**config.mk**
```make
export PLATFORM = sky130hd
export DESIGN_NAME = hashed_session_state_table_top_flat
export DESIGN_NICKNAME = d
export VERILOG_FILES = /design/src/hdl/hsst_pkg.sv /design/src/hdl/hsst_req_if.sv /design/src/hdl/hsst_rsp_if.sv /design/src/hdl/hsst_hash.sv /design/src/hdl/hashed_session_state_table_top.sv /design/src/flat_wrapper.sv
export VERILOG_INCLUDE_DIRS = /design/src /design/src/hdl
export SDC_FILE = /design/constraint.sdc
export NUM_CORES = 1
export LEC_CHECK = 0
export BUFFER_PORTS_ARGS = -buffer_cell sky130_fd_sc_hd__buf_2
export CAP_MARGIN = 15
export CELL_PAD_IN_SITES_DETAIL_PLACEMENT = 0
export CELL_PAD_IN_SITES_GLOBAL_PLACEMENT = 1
export CORE_ASPECT_RATIO = 0.75
export CORE_MARGIN = 10
export CORE_UTILIZATION = 56
export CTS_BUF_LIST = sky130_fd_sc_hd__clkbuf_8
export DETAILED_ROUTE_END_ITERATION = 8
export PLACE_DENSITY_LB_ADDON = 0.3
export SLEW_MARGIN = 20
export SYNTH_ARGS = -nofsm -noshare
export SYNTH_HDL_FRONTEND = slang
export SYNTH_SLANG_ARGS = --single-unit
```
**constraint.sdc**
```tcl
create_clock -name clk_i -period 10.2 [get_ports clk_i]
set_input_delay 0.51 -clock clk_i [delete_from_list [all_inputs] [get_ports clk_i]]
set_output_delay 0.51 -clock clk_i [all_outputs]
set_load 0.05 [all_outputs]
```
**src/hdl/hashed_session_state_table_top_macros.svh**
```systemverilog
// ---------------------------------------------------------------------------
// Assertion macros for the session state table.
// Each macro compiles to nothing when ASSERT_OFF is defined.
// ---------------------------------------------------------------------------
`ifndef HASHED_SESSION_STATE_TABLE_TOP_MACROS_SVH
`define HASHED_SESSION_STATE_TABLE_TOP_MACROS_SVH

`ifndef ASSERT_OFF
// The consequent must hold in the same cycle as the antecedent.
`define ASSERT_IMP(name, clk, rst_n, pre, post) \
  name: assert property (@(posedge clk) disable iff (!rst_n) (pre) |-> (post)) \
    else $error("same-cycle implication failed");
// The consequent must hold in the cycle after the antecedent.
`define ASSERT_NXT(name, clk, rst_n, pre, post) \
  name: assert property (@(posedge clk) disable iff (!rst_n) (pre) |=> (post)) \
    else $error("next-cycle implication failed");
`else
`define ASSERT_IMP(name, clk, rst_n, pre, post)
`define ASSERT_NXT(name, clk, rst_n, pre, post)
`endif

`endif

```
**src/hdl/hsst_pkg.sv**
```systemverilog
// ---------------------------------------------------------------------------
// Session state table package
// Field widths, operation and status codes and defaults shared by the interfaces and modules.
// ---------------------------------------------------------------------------
package hsst_pkg;

  localparam int unsigned KEY_W    = 31;
  localparam int unsigned OP_W     = 2;
  localparam int unsigned STATUS_W = 3;
  localparam int unsigned ST_W     = 2;

  localparam int unsigned DEF_CAPACITY = 32;
  localparam int unsigned DEF_BUCKETS  = 8;

  typedef enum logic [OP_W-1:0] {
    OP_INSERT     = 2'd0,
    OP_CONNECT    = 2'd1,
    OP_DISCONNECT = 2'd2,
    OP_LOCK       = 2'd3
  } op_e;

  typedef enum logic [STATUS_W-1:0] {
    RS_OK       = 3'd0,
    RS_NOTFOUND = 3'd1,
    RS_INUSE    = 3'd2,
    RS_BLOCKED  = 3'd3,
    RS_NOTCONN  = 3'd4,
    RS_FULL     = 3'd5,
    RS_DUP      = 3'd6
  } rsp_status_e;

  typedef enum logic [ST_W-1:0] {
    ES_IDLE    = 2'd0,
    ES_INUSE   = 2'd1,
    ES_BLOCKED = 2'd2
  } entry_state_e;

endpackage

```
**src/hdl/hsst_req_if.sv**
```systemverilog
// ---------------------------------------------------------------------------
// Request channel
// Valid/ready channel carrying one table request word.
// ---------------------------------------------------------------------------
interface hsst_req_if;

  logic                          valid;
  logic                          ready;
  logic [hsst_pkg::OP_W-1:0]     req_type;
  logic [hsst_pkg::KEY_W-1:0]    account_number;

  modport source (output valid, output req_type, output account_number, input ready);
  modport sink   (input valid, input req_type, input account_number, output ready);

endinterface

```
**src/hdl/hsst_rsp_if.sv**
```systemverilog
// ---------------------------------------------------------------------------
// Response channel
// Valid/ready channel carrying one table response word.
// ---------------------------------------------------------------------------
interface hsst_rsp_if;

  logic                          valid;
  logic                          ready;
  logic [hsst_pkg::STATUS_W-1:0] status;
  logic [hsst_pkg::ST_W-1:0]     entry_state;

  modport source (output valid, output status, output entry_state, input ready);
  modport sink   (input valid, input status, input entry_state, output ready);

endinterface

```
**src/hdl/hsst_hash.sv**
```systemverilog
// ---------------------------------------------------------------------------
// Bucket hash unit
// Reduces a key modulo BUCKETS by reciprocal multiplication; key, product and remainder are registered in turn.
// ---------------------------------------------------------------------------
module hsst_hash #(
  parameter int unsigned BUCKETS = hsst_pkg::DEF_BUCKETS,
  localparam int unsigned BKT_W = (BUCKETS > 1) ? $clog2(BUCKETS) : 1
) (
  input  logic                       clk_i,
  input  logic                       rst_ni,
  input  logic                       start_i,
  input  logic [hsst_pkg::KEY_W-1:0] key_i,
  output logic                       done_o,
  output logic [BKT_W-1:0]           bucket_o
);

  localparam int unsigned KEY_W  = hsst_pkg::KEY_W;
  localparam int unsigned LOG_W  = $clog2(BUCKETS);
  localparam int unsigned REM_W  = LOG_W + 1;
  localparam int unsigned SHIFT  = KEY_W + LOG_W;
  localparam int unsigned RCP_W  = KEY_W + 1;
  localparam int unsigned PROD_W = KEY_W + RCP_W;
  // The reciprocal fits in RCP_W bits because 2^LOG_W is below twice BUCKETS.
  localparam logic [RCP_W-1:0] RECIP = RCP_W'((64'd1 << SHIFT) / 64'(BUCKETS));

  logic              mul_vld_q, sub_vld_q, done_q;
  logic [KEY_W-1:0]  key_q;
  logic [PROD_W-1:0] prod_q, prod_d;
  logic [KEY_W-1:0]  quot;
  logic [REM_W-1:0]  rem_q, rem_d;

  // The truncated reciprocal gives a quotient that is low by at most one, so
  // the remainder stays below twice BUCKETS and one subtraction corrects it.
  assign prod_d = PROD_W'(key_q) * PROD_W'(RECIP);
  assign quot   = KEY_W'(prod_q >> SHIFT);
  assign rem_d  = REM_W'(key_q - KEY_W'(quot * KEY_W'(BUCKETS)));

  always_ff @(posedge clk_i or negedge rst_ni) begin
    if (!rst_ni) begin
      mul_vld_q <= 1'b0;
      sub_vld_q <= 1'b0;
      done_q    <= 1'b0;
    end else begin
      mul_vld_q <= start_i;
      sub_vld_q <= mul_vld_q;
      done_q    <= sub_vld_q;
    end
  end

  always_ff @(posedge clk_i) begin
    if (start_i) begin
      key_q <= key_i;
    end
    if (mul_vld_q) begin
      prod_q <= prod_d;
    end
    if (sub_vld_q) begin
      rem_q <= rem_d;
    end
  end

  assign done_o   = done_q;
  assign bucket_o = (rem_q >= REM_W'(BUCKETS)) ? BKT_W'(rem_q - REM_W'(BUCKETS))
                                               : BKT_W'(rem_q);

endmodule

```
**src/hdl/hashed_session_state_table_top.sv**
```systemverilog
// Flow: each request is hashed, its bucket head read and its chain walked entry by entry;
// then the entry is updated or a new key is linked in, and the response word is registered.
// Requests are handled one at a time: the next is taken once the response word is loaded,
// and an earlier response word that is not yet taken holds that load off.
// Reset: all chains empty (bucket valid bits cleared at once), fill count zero;
// the block accepts requests as soon as reset is released.
// ---------------------------------------------------------------------------
// Hashed session state table
// Chained hash table of account keys with an idle, in-use or blocked status.
// ---------------------------------------------------------------------------
`include "hashed_session_state_table_top_macros.svh"

module hashed_session_state_table_top #(
  parameter int unsigned CAPACITY = hsst_pkg::DEF_CAPACITY,
  parameter int unsigned BUCKETS  = hsst_pkg::DEF_BUCKETS
) (
  input  logic      clk_i,
  input  logic      rst_ni,
  hsst_req_if.sink  req_i,
  hsst_rsp_if.source rsp_o
);

  localparam int unsigned KEY_W = hsst_pkg::KEY_W;
  localparam int unsigned ST_W  = hsst_pkg::ST_W;
  localparam int unsigned IDX_W = $clog2(CAPACITY);
  localparam int unsigned NW    = $clog2(CAPACITY + 1);
  localparam int unsigned BKT_W = (BUCKETS > 1) ? $clog2(BUCKETS) : 1;
  localparam int unsigned ENT_W = KEY_W + ST_W + NW;

  localparam logic [NW-1:0] NO_ENTRY = NW'(CAPACITY);

  typedef enum logic [7:0] {
    S_IDLE  = 8'b0000_0001,
    S_HASH  = 8'b0000_0010,
    S_HEADW = 8'b0000_0100,
    S_WALK  = 8'b0000_1000,
    S_CHK   = 8'b0001_0000,
    S_UPD   = 8'b0010_0000,
    S_LINK  = 8'b0100_0000,
    S_RESP  = 8'b1000_0000
  } state_e;

  // Entry word: {key, status, next link}.
  logic [ENT_W-1:0] ent_mem [CAPACITY];
  logic [NW-1:0]    head_mem [BUCKETS];

  state_e                 state_q, state_d;
  logic [NW-1:0]          fill_q, fill_d;
  logic [BUCKETS-1:0]     head_valid_q, head_valid_d;
  logic                   out_valid_q, out_valid_d;

  hsst_pkg::op_e          op_q, op_d;
  logic [KEY_W-1:0]       key_q, key_d;
  logic [BKT_W-1:0]       bucket_q, bucket_d;
  logic [NW-1:0]          cur_q, cur_d;
  logic [NW-1:0]          prev_q, prev_d;
  logic [ENT_W-1:0]       prev_word_q, prev_word_d;
  logic [NW-1:0]          steps_q, steps_d;
  logic                   hit_q, hit_d;
  logic [NW-1:0]          slot_q, slot_d;
  hsst_pkg::rsp_status_e  res_status_q, res_status_d;
  hsst_pkg::entry_state_e res_state_q, res_state_d;
  logic [hsst_pkg::STATUS_W-1:0] out_status_q, out_status_d;
  logic [ST_W-1:0]        out_state_q, out_state_d;

  logic [ENT_W-1:0]       ent_rdata_q;
  logic [NW-1:0]          head_rdata_q;
  logic                   ent_rd, ent_we;
  logic [IDX_W-1:0]       ent_waddr;
  logic [ENT_W-1:0]       ent_wdata;
  logic                   head_we;
  logic                   ins_new;

  logic [KEY_W-1:0]       rd_key;
  logic [ST_W-1:0]        rd_st;
  logic [NW-1:0]          rd_next;

  logic                   hash_start, hash_done;
  logic [BKT_W-1:0]       hash_bucket;

  logic                   req_fire, rsp_fire;

  assign req_fire = req_i.valid && req_i.ready;
  assign rsp_fire = rsp_o.valid && rsp_o.ready;
  assign hash_start = req_fire;

  assign rd_key  = ent_rdata_q[ENT_W-1 -: KEY_W];
  assign rd_st   = ent_rdata_q[NW +: ST_W];
  assign rd_next = ent_rdata_q[NW-1:0];

  hsst_hash #(
    .BUCKETS (BUCKETS)
  ) u_hash (
    .clk_i    (clk_i),
    .rst_ni   (rst_ni),
    .start_i  (hash_start),
    .key_i    (req_i.account_number),
    .done_o   (hash_done),
    .bucket_o (hash_bucket)
  );

  always_comb begin
    state_d      = state_q;
    fill_d       = fill_q;
    head_valid_d = head_valid_q;
    out_valid_d  = out_valid_q;
    op_d         = op_q;
    key_d        = key_q;
    bucket_d     = bucket_q;
    cur_d        = cur_q;
    prev_d       = prev_q;
    prev_word_d  = prev_word_q;
    steps_d      = steps_q;
    hit_d        = hit_q;
    slot_d       = slot_q;
    res_status_d = res_status_q;
    res_state_d  = res_state_q;
    out_status_d = out_status_q;
    out_state_d  = out_state_q;
    ent_rd       = 1'b0;
    ent_we       = 1'b0;
    ent_waddr    = cur_q[IDX_W-1:0];
    ent_wdata    = ent_rdata_q;
    head_we      = 1'b0;
    ins_new      = 1'b0;

    if (rsp_fire) begin
      out_valid_d = 1'b0;
    end

    unique case (state_q)
      S_IDLE: begin
        if (req_fire) begin
          op_d    = hsst_pkg::op_e'(req_i.req_type);
          key_d   = req_i.account_number;
          state_d = S_HASH;
        end
      end
      S_HASH: begin
        // The bucket head is read as the hash completes.
        if (hash_done) begin
          bucket_d = hash_bucket;
          state_d  = S_HEADW;
        end
      end
      S_HEADW: begin
        cur_d   = head_valid_q[bucket_q] ? head_rdata_q : NO_ENTRY;
        prev_d  = NO_ENTRY;
        steps_d = '0;
        state_d = S_WALK;
      end
      S_WALK: begin
        if (cur_q >= NO_ENTRY || steps_q >= NW'(CAPACITY)) begin
          cur_d   = NO_ENTRY;
          hit_d   = 1'b0;
          state_d = S_UPD;
        end else begin
          ent_rd  = 1'b1;
          state_d = S_CHK;
        end
      end
      S_CHK: begin
        if (rd_key < key_q) begin
          prev_d      = cur_q;
          prev_word_d = ent_rdata_q;
          cur_d       = rd_next;
          steps_d     = steps_q + NW'(1);
          state_d     = S_WALK;
        end else begin
          hit_d   = (rd_key == key_q);
          state_d = S_UPD;
        end
      end
      S_UPD: begin
        res_status_d = hsst_pkg::RS_OK;
        res_state_d  = hsst_pkg::ES_IDLE;
        state_d      = S_RESP;
        if (op_q == hsst_pkg::OP_INSERT) begin
          priority if (hit_q) begin
            res_status_d = hsst_pkg::RS_DUP;
            res_state_d  = hsst_pkg::entry_state_e'(rd_st);
          end else if (fill_q >= NW'(CAPACITY)) begin
            res_status_d = hsst_pkg::RS_FULL;
          end else begin
            ins_new   = 1'b1;
            ent_we    = 1'b1;
            ent_waddr = fill_q[IDX_W-1:0];
            ent_wdata = {key_q, hsst_pkg::ES_IDLE, cur_q};
            slot_d    = fill_q;
            fill_d    = fill_q + NW'(1);
            state_d   = S_LINK;
          end
        end else if (!hit_q) begin
          res_status_d = hsst_pkg::RS_NOTFOUND;
        end else begin
          res_state_d = hsst_pkg::entry_state_e'(rd_st);
          unique case (op_q)
            hsst_pkg::OP_CONNECT: begin
              unique case (rd_st)
                hsst_pkg::ES_IDLE:  res_state_d  = hsst_pkg::ES_INUSE;
                hsst_pkg::ES_INUSE: res_status_d = hsst_pkg::RS_INUSE;
                default:            res_status_d = hsst_pkg::RS_BLOCKED;
              endcase
            end
            hsst_pkg::OP_DISCONNECT: begin
              if (rd_st == hsst_pkg::ES_INUSE) begin
                res_state_d = hsst_pkg::ES_IDLE;
              end else begin
                res_status_d = hsst_pkg::RS_NOTCONN;
              end
            end
            default: begin
              unique case (rd_st)
                hsst_pkg::ES_IDLE:  res_state_d  = hsst_pkg::ES_BLOCKED;
                hsst_pkg::ES_INUSE: res_status_d = hsst_pkg::RS_INUSE;
                default:            res_status_d = hsst_pkg::RS_BLOCKED;
              endcase
            end
          endcase
          ent_we    = 1'b1;
          ent_waddr = cur_q[IDX_W-1:0];
          ent_wdata = {rd_key, res_state_d, rd_next};
        end
      end
      S_LINK: begin
        if (prev_q < NO_ENTRY) begin
          ent_we    = 1'b1;
          ent_waddr = prev_q[IDX_W-1:0];
          ent_wdata = {prev_word_q[ENT_W-1:NW], slot_q};
        end else begin
          head_we                = 1'b1;
          head_valid_d[bucket_q] = 1'b1;
        end
        state_d = S_RESP;
      end
      S_RESP: begin
        if (!out_valid_q || rsp_o.ready) begin
          out_valid_d  = 1'b1;
          out_status_d = res_status_q;
          out_state_d  = res_state_q;
          state_d      = S_IDLE;
        end
      end
      default: begin
        state_d = S_IDLE;
      end
    endcase
  end

  always_ff @(posedge clk_i or negedge rst_ni) begin
    if (!rst_ni) begin
      state_q      <= S_IDLE;
      fill_q       <= '0;
      head_valid_q <= '0;
      out_valid_q  <= 1'b0;
    end else begin
      state_q      <= state_d;
      fill_q       <= fill_d;
      head_valid_q <= head_valid_d;
      out_valid_q  <= out_valid_d;
    end
  end

  always_ff @(posedge clk_i) begin
    op_q         <= op_d;
    key_q        <= key_d;
    bucket_q     <= bucket_d;
    cur_q        <= cur_d;
    prev_q       <= prev_d;
    prev_word_q  <= prev_word_d;
    steps_q      <= steps_d;
    hit_q        <= hit_d;
    slot_q       <= slot_d;
    res_status_q <= res_status_d;
    res_state_q  <= res_state_d;
    out_status_q <= out_status_d;
    out_state_q  <= out_state_d;
  end

  // Requests are handled one at a time and every write lands before the next
  // walk starts, so reads never need forwarding.
  always_ff @(posedge clk_i) begin
    if (ent_we) begin
      ent_mem[ent_waddr] <= ent_wdata;
    end
    if (ent_rd) begin
      ent_rdata_q <= ent_mem[cur_q[IDX_W-1:0]];
    end
  end

  always_ff @(posedge clk_i) begin
    if (head_we) begin
      head_mem[bucket_q] <= slot_q;
    end
    if (hash_done) begin
      head_rdata_q <= head_mem[hash_bucket];
    end
  end

  assign req_i.ready       = (state_q == S_IDLE);
  assign rsp_o.valid       = out_valid_q;
  assign rsp_o.status      = out_status_q;
  assign rsp_o.entry_state = out_state_q;

  `ASSERT_NXT(a_accept_starts_hash, clk_i, rst_ni, req_fire, state_q == S_HASH)
  `ASSERT_NXT(a_insert_bumps_fill, clk_i, rst_ni, ins_new, fill_q == $past(fill_q) + NW'(1))
  `ASSERT_IMP(a_hit_key_matches, clk_i, rst_ni, (state_q == S_UPD) && hit_q, rd_key == key_q)
  `ASSERT_IMP(a_rsp_from_resp, clk_i, rst_ni, $rose(out_valid_q), $past(state_q == S_RESP))

endmodule
```
**src/flat_wrapper.sv**
```systemverilog
// flat-port wrapper written by rule: the top's interface ports become plain ports
module hashed_session_state_table_top_flat 
#(
  parameter int unsigned CAPACITY = hsst_pkg::DEF_CAPACITY,
  parameter int unsigned BUCKETS  = hsst_pkg::DEF_BUCKETS
)
  (clk_i, rst_ni, req_i_valid, req_i_req_type, req_i_account_number, req_i_ready, rsp_o_valid, rsp_o_status, rsp_o_entry_state, rsp_o_ready);
  hsst_req_if req_i_i ();
  hsst_rsp_if rsp_o_i ();
  input  logic clk_i;
  input  logic rst_ni;
  input wire logic [$bits(req_i_i.valid)-1:0] req_i_valid;
  input wire logic [$bits(req_i_i.req_type)-1:0] req_i_req_type;
  input wire logic [$bits(req_i_i.account_number)-1:0] req_i_account_number;
  output wire logic [$bits(req_i_i.ready)-1:0] req_i_ready;
  output wire logic [$bits(rsp_o_i.valid)-1:0] rsp_o_valid;
  output wire logic [$bits(rsp_o_i.status)-1:0] rsp_o_status;
  output wire logic [$bits(rsp_o_i.entry_state)-1:0] rsp_o_entry_state;
  input wire logic [$bits(rsp_o_i.ready)-1:0] rsp_o_ready;
  assign req_i_i.valid = req_i_valid;
  assign req_i_i.req_type = req_i_req_type;
  assign req_i_i.account_number = req_i_account_number;
  assign req_i_ready = req_i_i.ready;
  assign rsp_o_valid = rsp_o_i.valid;
  assign rsp_o_status = rsp_o_i.status;
  assign rsp_o_entry_state = rsp_o_i.entry_state;
  assign rsp_o_i.ready = rsp_o_ready;
  hashed_session_state_table_top #(.CAPACITY(CAPACITY), .BUCKETS(BUCKETS)) u_core (.clk_i(clk_i), .rst_ni(rst_ni), .req_i(req_i_i), .rsp_o(rsp_o_i));
endmodule
```
=== After elaboration in Yosys (flattened, before gate mapping) ===
Memory sizes are Yosys's and may differ from the RTL's. A register that Yosys moved wholly into a read port is not among the register bits.
Cells that the tools add are included.

* Mux-type cells: 67
* Bitwise logic cells: 4
* Reductions and logical operators: 21
* Shift-type cells: 0
* Multipliers: 0
* Equality and inequality tests: 18
* $lt $le $gt $ge: 8
* Div/mod/pow operators: 0
* Add/subtract/negate cells: 4

{| class="wikitable"
|+ Operator list
! kind !! count
|-
| 39-bit 2-to-1 mux || 4
|-
| 39-bit one-hot mux with 2 select lines || 1
|-
| 8-bit one-hot mux with 8 select lines || 1
|-
| 8-bit 2-to-1 mux || 7
|-
| 6-bit 2-to-1 mux || 7
|-
| 31-bit equality test || 1
|-
| 31-bit < comparator || 1
|-
| 6-bit one-hot mux with 2 select lines || 2
|-
| 3-bit 2-to-1 mux || 7
|-
| 1-bit 2-to-1 mux || 20
|-
| 5-bit 2-to-1 mux || 4
|-
| 6-bit greater-or-equal comparator, second input constant || 3
|-
| 6-bit one-hot mux with 3 select lines || 1
|-
| 6-bit by 1-bit adder with 6-bit output, second input constant || 2
|-
| 2-bit 2-to-1 mux || 6
|-
| 2-bit AND reduction || 6
|-
| 5-bit one-hot mux with 2 select lines || 1
|-
| 3-bit AND reduction || 3
|-
| 8-bit by 1-bit equality test with 1-bit output, second input constant || 1
|-
| 8-bit by 2-bit equality test with 1-bit output, second input constant || 1
|-
| 8-bit by 3-bit equality test with 1-bit output, second input constant || 1
|-
| 8-bit by 4-bit equality test with 1-bit output, second input constant || 1
|-
| 8-bit by 5-bit equality test with 1-bit output, second input constant || 1
|-
| 8-bit by 6-bit equality test with 1-bit output, second input constant || 1
|-
| other kinds (25) || 39
|}

* Memories kept: 2
* Word-level logic and storage cells: 147
* Memory bits (read-only): 0
* Register bits: 148
* Bits in latches: 0
* Memory bits (writable): 1296

{| class="wikitable"
|+ Memories
! name !! words !! bits a word !! rd ports !! clocked after memory_dff !! wr ports !! RTL line !! text
|-
| u_core.ent_mem || 32 || 39 || 1 || 1 || 1 || hashed_session_state_table_top.sv:44 || <nowiki>logic [ENT_W-1:0] ent_mem [CAPACITY];</nowiki>
|-
| u_core.head_mem || 8 || 6 || 1 || 1 || 1 || hashed_session_state_table_top.sv:45 || <nowiki>logic [NW-1:0] head_mem [BUCKETS];</nowiki>
|}

=== Longest topological paths before layout ===
* Depth in word-level cells: 7
* Gate-level depth with buffers: 11

=== By module ===
A second synthesis with hierarchy kept.

* Cells, all modules: 2501
* Area, all modules: 57122.3 sq um

{| class="wikitable"
|+ By module, submodules not included
! module !! area each (sq um) !! cells each !! times used
|-
| hashed_session_state_table_top || 56867.0 || 2492 || 1
|-
| hsst_hash || 255.2 || 9 || 1
|}

=== Worst setup path before layout ===
No wires, ideal clock.

* Kind: register to register
* Start: register u_core.op_q[0]
* End: memory u_core.ent_mem[13][0] in the netlist's numbering (enable)
* Arrival: 6406 ps
* Period minus slack after synthesis: 6952 ps
* Data required time: 9653 ps
* Library setup time: 547 ps
* Stages on the path, launching flop included: 11
* Buffers on the path: 2
* Slack: 3248 ps
* Cells stage by stage: edfxtp_1 inv_1 ha_1 clkbuf_1 or3b_2 clkbuf_1 o21ba_2 o21ai_0 and2_1 o211ai_1 nor4b_1

* Cells in the longest elaborated chain, start to end: 5
* Elaborated cells between the ends (all ways): 7
* Classes of those cells: mux: 6; reduce/logical: 1

{| class="wikitable"
|+ Ends and longest elaborated chain
! what !! RTL line !! text
|-
| start: declaration || hashed_session_state_table_top.sv:52 || <nowiki>hsst_pkg::op_e op_q, op_d;</nowiki>
|-
| start signal: assignment || hashed_session_state_table_top.sv:265 || <nowiki>op_q <= op_d;</nowiki>
|-
| 2-bit zero test (*) || hashed_session_state_table_top.sv:178 || <nowiki>if (op_q == hsst_pkg::OP_INSERT) begin</nowiki>
|-
| 1-bit 2-to-1 mux || hashed_session_state_table_top.sv:178 ||
|-
| 1-bit one-hot mux with 2 select lines || hashed_session_state_table_top.sv:131 || <nowiki>unique case (state_q)</nowiki>
|-
| 1-bit 2-to-1 mux || hashed_session_state_table_top.sv:283 || <nowiki>if (ent_we) begin</nowiki>
|-
| 1-bit 2-to-1 mux (implied by the code) || hashed_session_state_table_top.sv:284 || <nowiki>ent_mem[ent_waddr] <= ent_wdata;</nowiki>
|-
| end: declaration || hashed_session_state_table_top.sv:44 ||
|}

Mark *: on every way between the ends. The rest lies on a longest branch, timed or not.

=== Worst setup path in the final report ===
* Start: register u_core.state_q[5]
* End: memory u_core.ent_mem[28][2] in the netlist's numbering (enable)

* Cells in the longest elaborated chain, start to end: 4
* Elaborated cells between the ends (all ways): 6
* Classes of those cells: eq/ne: 2; mux: 4

{| class="wikitable"
|+ Ends and longest elaborated chain
! what !! RTL line !! text
|-
| start: declaration || hashed_session_state_table_top.sv:47 || <nowiki>state_e state_q, state_d;</nowiki>
|-
| start signal: assignment || hashed_session_state_table_top.sv:257 || <nowiki>state_q <= state_d;</nowiki>
|-
| 8-bit by 7-bit equality test with 1-bit output or 8-bit by 6-bit equality test with 1-bit output (tied branches) || hashed_session_state_table_top.sv:131 ||
|-
| 1-bit one-hot mux with 2 select lines || hashed_session_state_table_top.sv:131 ||
|-
| 1-bit 2-to-1 mux || hashed_session_state_table_top.sv:283 ||
|-
| 1-bit 2-to-1 mux (implied by the code) || hashed_session_state_table_top.sv:284 ||
|}

Parallel ways exist; a longest one is shown, timed or not.

==> parameters.txt <==
Parameter                              Value

Run
  Maximum capacitance violations ... 0

STA
  Final worst-path cycle share ... 45.7%
  Number of failing hold endpoints at the final stage ... 0
  Unrepaired setup endpoints after global routing ... no
  Max Clk Rate ... 0.214 GHz
  Final worst path period need ... 4.66 ns
  Transition at the pin with the smallest max-transition slack ... 1.15 ns
  Sum Neg Setup Slack ... 0 ns
  Rel. slew slack ... 23.5%
  # setup viols final ... 0
  Final worst clock skew ... 0.0282 ns
  Count of pins over their slew limit ... 0

Power and ir drop
  Worst voltage drop across the vdd grid ... 0.120 mV
  LEAKAGE ... 20.7 nW
  Final Power ... 0.0114 W
  Power density over cell area ... 181 mW/mm2

GRT
  Total global routing track utilization ... 23.5%
  Most used routing layer ... met1
  Maximum number of pins on one net before global-route repair ... 146
  Global-route wire length before repair ... 193 mm
  Number of global-route vias before repair ... 27,000
  Congestion Overflow GR ... 0
  GRT met2 Usage ... 33.8%
  Global routing met3 resource utilization ... 6.62%
  Initial antenna violation count ... 3
  Global routing usage on met1 ... 34.8%

Clocking
  Worst skew pair latency ... 0.88 ns
  Number of buffers between clock root and the deepest sink ... 3
  Resized cells post-CTS ... 0
  Clock slew at the register clock pins of the worst setup and hold paths ... 0.06 ns
  Number of levels in the clock H-tree ... 4
  CTS Root Cell ... sky130_fd_sc_hd__clkbuf_8
  TritonCTS Buffers ... 207
  TritonCTS clock tree ... yes
  Number of clock sinks seen by CTS ... 1,474

Worst setup path
  Endpoint class of the critical path ... register
  Master of the slowest instance on the critical path ... sky130_fd_sc_hd__and2_2
  Category of the worst setup path launch point ... register
  List of cells traversed by the critical path ... nor3b_1 -> and2_2 -> nand2_1 -> a211o_1 -> nor2b_4 -> buf_4
  R2r setup slk ... 5.54 ns
  Required time of the worst setup path ... 10.71 ns
  Critical-path maximum fanout ... 42
  Critical path class ... reg -> reg
  Longest individual stage delay on the worst path ... 0.98 ns
  Data arrival time of the worst path ... 5.18 ns

Synthesis
  Post-synthesis area per instance ... 23.2 um2
  Synth top area share ... 76.5%
  Warnings, synthesis ... 0
  Area leader, netlist ... sky130_fd_sc_hd__edfxtp_1
  Number of distinct library cells after synthesis ... 65
  Cell area after synthesis ... 0.0568 mm2
  Most common flop cell mapped by yosys ... sky130_fd_sc_hd__edfxtp_1
  Cells taking the most area after synthesis ... sky130_fd_sc_hd__edfxtp_1 (77%), sky130_fd_sc_hd__mux4_2 (16%), sky130_fd_sc_hd__dfrtp_1 (1.1%)
  Commonest cells post-synth ... sky130_fd_sc_hd__edfxtp_1 (1,448), sky130_fd_sc_hd__mux4_2 (402), sky130_fd_sc_hd__clkbuf_1 (85)
  Synth Register Bits ... 1,474
  Net count after synthesis ... 2,526
  Most instantiated library cell after synthesis ... sky130_fd_sc_hd__edfxtp_1
  Share of async-settable or async-resettable flops after synthesis ... 1.76%
  Post-Synthesis Cells ... 2,451
  EDFF count, synth ... 1,448
  Fraction of the yosys area taken by sequential cells ... 77.7%

Place
  Hpwl dp ... 73.5 mm
  Last weighted congestion value of the routability-driven placer ... 0.850
  Count of input and output buffers ... 43

Die
  Placeable core region ... 0.101 mm2
  Die area ... 0.115 mm2
  Boundary pin count ... 44
  Die span in x ... 388 um
  Die height ... 296 um
  FP Rows ... 101
  Starting Density ... 56.3%

Drt
  Avg Vias per Cell ... 6.47
  Total iterations of the first detailed-routing run ... 9
  Detailed Route WL ... 133 mm
  Initial detailed-routing violation count ... 3,514
  Number of vias in the routed layout ... 27,000
  Final antenna-violating net count ... 0
  Remaining design rule violation count ... 0
  Wire per inst ... 31.9 um

Outcome
  Outcome ... finished clean

Finish
  Layout cells sized above 1 ... 30.2%
  Area added between synthesis and finish ... 10.9%
  Number of nets in the layout ... 2,752

Worst hold path
  Worst min path class ... in -> reg
[layout by cell type, fill, tap and decap left out, drive strengths merged, types with 38 or more instances in the layout]
cell	n
a222oi	38
buf	101
edfxtp	1448
clkbuf	209
ha	38
inv	143
clkinv	78
mux4	402
nor2	55
mux2	45
[worst max-delay path, delay by kind of cell, from the launching register on]
family	cells	cell delay (ns)
and+or+nand+nor	4	2.68
buffers and inverters	1	0.51
AOI/OAI and AO/OA	1	0.61
DFF	1	0.43
[repair_timing]
action,4_1_cts,5_1_grt
setup endpoints to repair,0,0
buffers inserted,0,0
hold endpoints to repair,60,0
hold buffers,35,0
[cell type report]
class	instances	area (um2)
clock inverters	153	764
clock buffers	209	2880
fillers	6670	38000
inverters	80	300
repair buffers	136	1050
diodes	1	2.50
flip-flops and latches	1474	44100
multi-input cells	778	12200
well taps	1339	1680
[per-stage QoR]
stage          area (um2)  cells  hold slack [ns]  worst slack (ns)  utilization (%)
2_1_floorplan       56800   2451            0.214              3.25                -
3_3_place_gp        59000   3772            0.332              5.60             58.4
3_5_place_dp        59000   3772            0.336              5.56             58.4
4_1_cts             63000   4169         0.000608              5.54             62.4
5_1_grt             63000   4170           0.0957              5.32             62.4
6_report            63000   4170            0.108              5.54             62.4
[power breakdown]
group | switching, W | total (W) | internal [W]
clock network | 0.00214 | 0.00414 | 0.00200
logic | 0.000302 | 0.000566 | 0.000264
registers | 0.0000776 | 0.00671 | 0.00663
[registers in the layout, indices dropped and copies added, names as in the netlist, 3 cells and up]
name / count
u_core.ent_mem: 1248
u_core.head_mem: 48
u_core.ent_rdata_q: 39
u_core.prev_word_q: 33
u_core.key_q: 28
u_core.head_valid_q: 8
u_core.state_q: 8
u_core.cur_q: 6
u_core.fill_q: 6
u_core.head_rdata_q: 6
u_core.prev_q: 6
u_core.slot_q: 6
u_core.steps_q: 6
u_core.bucket_q: 3
u_core.res_status_q: 3
u_core.rsp_o.status: 3
u_core.u_hash.key_q: 3
u_core.u_hash.rem_q: 3
[logic make-up after synthesis]
group           Yosys count  synth area share (%)
flops                  1474                  77.7
mux                     450                  16.9
xor+xnor                  8                 0.123
simple gates            171                  1.60
compound gates          111                  1.58
fa+ha+maj                38                 0.837
buf+inv                 199                  1.33
[layer usage]
metal	part of all wire, %	wire, um
met1	41	54400
met2	45	59700
met3	12	15300
met4	2.6	3470
met5	0	0
[path summary, 6_finish.rpt]
| path | from | to | cells past startpoint |
|---|---|---|---|
| worst max-delay path | u_core.state_q[5]$_DFFE_PN0P_ | u_core.ent_mem[28][2]$_DFFE_PP_ | 6 |
| worst min-delay path | rsp_o_ready | u_core.rsp_o.valid$_DFF_PN0_ | 3 |
| worst max register to register | u_core.state_q[5]$_DFFE_PN0P_ | u_core.ent_mem[28][2]$_DFFE_PP_ | 6 |
| worst min register to register | u_core.u_hash.mul_vld_q$_DFF_PN0_ | u_core.u_hash.sub_vld_q$_DFF_PN0_ | 0 |
| max in group asynchronous | rst_ni | u_core.state_q[3]$_DFFE_PN0P_ | 2 |
| min in group asynchronous | rst_ni | u_core.head_valid_q[0]$_DFFE_PN0P_ | 2 |
No activity file was read; power rests on OpenSTA's default activity.
